**src/sv/tsrw_pkg.sv**
```systemverilog
package tsrw_pkg;

    localparam int KIND_W          = 2;
    localparam int IDX_W           = 10;
    localparam int LIT_W           = 12;
    localparam int PICK_W          = 31;
    localparam int CFG_W           = 11;
    localparam int VAR_W           = 10;
    localparam int VAR_COUNT       = 1024;
    localparam int CLAUSE_W        = 2 * (VAR_W + 1);
    localparam int MAX_CLAUSES_DEF = 1024;
    localparam int CFG_RESET       = 1;
    localparam int BIT_W           = $clog2(PICK_W);

    typedef enum logic [KIND_W-1:0] {
        KIND_LOAD = 2'd0,
        KIND_SET  = 2'd1,
        KIND_STEP = 2'd2
    } kind_t;

    typedef enum logic [2:0] {
        ST_CLEAR,
        ST_IDLE,
        ST_COUNT,
        ST_MOD,
        ST_FIND,
        ST_FLIP,
        ST_REPORT
    } state_t;

    typedef struct packed {
        logic clear_we;
        logic clause_we;
        logic var_we;
        logic scan_init;
        logic scan_en;
        logic count_en;
        logic mod_init;
        logic mod_en;
        logic find_en;
        logic flip_we;
    } cmd_t;

    typedef struct packed {
        logic clear_last;
        logic scan_done;
        logic count_zero;
        logic mod_last;
    } status_t;

endpackage

```
**src/sv/tsrw_ctrl.sv**
```systemverilog
module tsrw_ctrl
    import tsrw_pkg::*;
(
    input  logic              clk,
    input  logic              rst_n,
    input  logic              start,
    input  logic [KIND_W-1:0] kind,
    input  status_t           status,
    output cmd_t              cmd,
    output logic              busy,
    output logic              done
);

    state_t state_reg;
    state_t state_next;

    always_ff @(posedge clk or negedge rst_n)
    begin
        if (!rst_n)
        begin
            state_reg <= ST_CLEAR;
        end
        else
        begin
            state_reg <= state_next;
        end
    end

    always_comb
    begin
        state_next = state_reg;
        case (state_reg)
            ST_CLEAR:
            begin
                if (status.clear_last)
                begin
                    state_next = ST_IDLE;
                end
            end
            ST_IDLE:
            begin
                if (start && kind == KIND_STEP)
                begin
                    state_next = ST_COUNT;
                end
            end
            ST_COUNT:
            begin
                if (status.scan_done)
                begin
                    state_next = status.count_zero ? ST_REPORT : ST_MOD;
                end
            end
            ST_MOD:
            begin
                if (status.mod_last)
                begin
                    state_next = ST_FIND;
                end
            end
            ST_FIND:
            begin
                if (status.scan_done)
                begin
                    state_next = ST_FLIP;
                end
            end
            ST_FLIP:   state_next = ST_REPORT;
            ST_REPORT: state_next = ST_IDLE;
            default:   state_next = ST_IDLE;
        endcase
    end

    always_comb
    begin
        cmd  = '0;
        busy = 1'b1;
        done = 1'b0;
        case (state_reg)
            ST_CLEAR:
            begin
                cmd.clear_we = 1'b1;
            end
            ST_IDLE:
            begin
                busy = 1'b0;
                if (start)
                begin
                    case (kind)
                        KIND_LOAD: cmd.clause_we = 1'b1;
                        KIND_SET:  cmd.var_we    = 1'b1;
                        KIND_STEP: cmd.scan_init = 1'b1;
                        default:   cmd           = '0;
                    endcase
                end
            end
            ST_COUNT:
            begin
                cmd.scan_en  = 1'b1;
                cmd.count_en = 1'b1;
                cmd.mod_init = status.scan_done && !status.count_zero;
            end
            ST_MOD:
            begin
                cmd.mod_en = 1'b1;
            end
            ST_FIND:
            begin
                cmd.scan_en = 1'b1;
                cmd.find_en = 1'b1;
            end
            ST_FLIP:
            begin
                cmd.flip_we = 1'b1;
            end
            ST_REPORT:
            begin
                done = 1'b1;
            end
            default:
            begin
                cmd = '0;
            end
        endcase
    end

endmodule

```
**config.mk**
```make
export PLATFORM = sky130hd
export DESIGN_NAME = tsrw_ctrl
export DESIGN_NICKNAME = d
export VERILOG_FILES = /design/src/sv/tsrw_pkg.sv /design/src/sv/tsrw_ctrl.sv
export SDC_FILE = /design/constraint.sdc
export NUM_CORES = 1
export LEC_CHECK = 0
export ABC_AREA = 1
export BUFFER_PORTS_ARGS = -buffer_cell sky130_fd_sc_hd__buf_2
export CAP_MARGIN = 5
export CORE_AREA = 5 5 42 44
export DETAILED_ROUTE_END_ITERATION = 12
export DIE_AREA = 0 0 47 49
export PLACE_DENSITY = 0.58
export SLEW_MARGIN = 20
export SYNTH_ARGS = -nofsm -noshare
export SYNTH_HDL_FRONTEND = slang
export SYNTH_SLANG_ARGS = --single-unit
export TNS_END_PERCENT = 1
```
**constraint.sdc**
```tcl
create_clock -name clk -period 2.62 [get_ports clk]
set_clock_uncertainty 0.1 [all_clocks]
set_input_delay 0.262 -clock clk [delete_from_list [all_inputs] [get_ports clk]]
set_output_delay 0.262 -clock clk [all_outputs]
set_load 0.02 [all_outputs]
```
==> impl_metrics.ini <==
[job]
maxCapViolations = 0

[routing]
firstDrtPassIters = 4
dr_total_vias = 463
drtIter0Drc = 15
detail_route.wirelength_microns = 968
drcViolationCount = 0
viasPerCell = 4.58
routedWlPerCell_microns = 9.58
drt.antenna.violating_nets = 0

[yosys]
synth.lib_cells_used.distinct = 17
yosys_register_bits = 3
synth_cells = 61
dominantRegCellSynth = dfrtp_1
post_synth_fa_ha_maj_area_fraction = 0.0336
synth_area_in_xor_xnor = 0
mappedNetlistArea_sq_um = 373
synth.top_cells.by_area = dfrtp_1 20%, nand2_1 14%, inv_1 9.1%
yosys.area_share.simple = 0.564
synth-async-reset-ratio = 1.00
synthesis.nets = 71
post_synthesis_cell_type_with_the_largest_combined_area = dfrtp_1
yosysWarnings = 0
yosysMostFrequentCell = nand2_1
synth_largest_type_area_fraction = 0.201
syn_avg_cell_area_sq_um = 6.11
dominant_combinational_cell_family_by_area_after_synthesis = simple AND/OR/NAND/NOR gates
synth_common_cells = 14 x nand2_1, 9 x inv_1, 5 x nor2_1
synth_compound_area_frac = 0.0403
synth.mux.area_fraction = 0
synth_sequential_area_ratio = 0.201
synth-edff-count = 0

[timing]
setup_viol = 0
rsz0062_at_grt = no
finalCriticalPeriod_ns = 1.74
slew_violations = 0
timing_worst_slew_pin_value_ns = 0.324
timing.final.crit_share = 0.663
final.hold.worst_slack_ns = 0.194
hold_viol = 0
timing.setup.tns_ns = 0
fmaxAchievable_ghz = 0.576
relSlewSlack = 0.784

[power]
total_power_mw = 0.644
switching_share = 0.565
worst_ir_drop_vdd_mv = 0.409
comb_power_share = 0.688
pwr-share-seq = 0.184
cellPowerDensity_nw_per_um2 = 1240
net-switching-power_mw = 0.363
internal_power_mw = 0.280
clock_power_share = 0.129
cellLeakagePower_nw = 0.336

[clocking]
clock_insertion_delay_worst_skew_ns = 0.24
cts_hold_buffers = 1
numCtsBuffers = 3
cts.repair_timing.setup_buffer_count = 0
root_buffer = clkbuf_4
clockBufferDepth = 2
cts_repair_resize_count = 0
clkTransAtPathRegs_ns = 0.04
clock_tree.htree_level_count = 1
clock_tree_from_tritoncts = built
tritoncts_num_sinks = 3

[worst_setup_path]
setup.worst_path.start = state_reg[2]
critPathLaunchType = flop
critical_path_required_ns = 2.26
cp-end-kind = output port
worstReg2RegStart = state_reg[1]
worstPathBufferInverterCount = 2
crit_slowest_cell = dfrtp_1
timing.critical_path.max_delay_family = flip-flops
cp_slowest_stage_delay_ns = 0.45
cp_data_arrival_time_ns = 1.37
critical_path_peak_fanout = 7
critical_path.cell_chain = inv_2 > nand3_2 > nor4_1 > buf_2
critPathKind = flop to output port

[global_routing]
global_router_s_overall_resource_usage = 0.0923
grt_overflow_total = 0
grt_max_degree = 10
antenna_found_initial = 0
grt_pass1_vias = 403
grt_pass1_wl_microns = 1550

[min_path]
hold_wc_startpoint = status[2]
path_type_of_the_worst_min_delay_path = input port to flop

[floorplanning]
die_h_microns = 49
placementRows = 14
die_area_sq_um = 2300
top_level_ports = 21
floorplan.initialDensity = 0.266
floorplan.core_area_sq_um = 1400
overall_die_width_microns = 47

[placed_design]
gp_congestion = 0.756
dp_cells = 96
numPortBuffers = 20
hpwl_microns = 806

[final_layout]
total_nets_final = 96
layout-drive-gt1-share = 0.435
inserted_diodes = 0
finalNonFillerCells = 101
finish.utilization = 0.370
max_reg_flops = 3
area_delta_synth_final_pct = 38.9

[run_status]
run_status = complete, no violations
==> final timing paths <==
check / end / slack, ns / depth (start not counted)
min: state_reg[2] / 0.19 / 4
max in group asynchronous: state_reg[0] / 2.05 / 2
max: cmd[7] / 0.88 / 4
max reg2reg: state_reg[2] / 1.17 / 7
min reg2reg: state_reg[1] / 0.60 / 2
min in group asynchronous: state_reg[2] / 0.25 / 2
==> worst min-delay path, cell delays in order <==
cell and delay (ns):
buf_2 0.07, inv_1 0.05, nand2_1 0.06, nand2_1 0.04
==> per-layer routing <==
metal  track usage  share of wire
met3        0.0148          0.097
met2         0.124           0.43
met5             0              0
met1         0.125           0.45
met4        0.0691          0.015
==> logic make-up after synthesis <==
group / Yosys count
AND/OR/NAND/NOR: 40
buffers and inverters: 14
AO/OA/AOI/OAI: 3
flip-flops: 3
adder cells (fa/ha/maj): 1
==> placed cells by master (no fill, tap or decap) <==
master and n:
nor3_1 4, ha_1 1, nand2_1 14, clkbuf_1 1
nand3b_1 1, a21oi_1 1, nand3_1 4, buf_2 20
clkbuf_4 3, nor4_1 2, o21ai_0 2, nand3_2 3
nor2_2 3, nor2_4 1, inv_1 9, inv_2 4
nand2_2 3, dlygate4sd3_1 1, nor2_1 5, dfrtp_1 3
==> power by group through the flow <==
stage / clock network [mW] / logic, mW / registers (mW)
floorplan: 0 / 0.361 / 0.0989
CTS: 0.0865 / 0.445 / 0.119
detailed placement: 0 / 0.442 / 0.119
global placement: 0 / 0.442 / 0.118
finish: 0.0828 / 0.443 / 0.118
global route: 0.0888 / 0.503 / 0.126
==> stage by stage <==
stage / setup slack (ns) / instance area [sq um]
after floorplan: 0.843 / 373
after global placement: 1.17 / 482
after detailed placement: 1.15 / 482
after CTS: 0.879 / 518
after global routing: 0.771 / 518
final: 0.883 / 518
==> cell type report <==
class	instances	area, sq um
fillers	163	883
multi-input cells	44	238
repair buffers	21	110
flip-flops and latches	3	75.1
inverters	13	48.8
clock buffers	4	26.3
well taps	16	20.0
No activity file was read; power rests on OpenSTA's default activity.
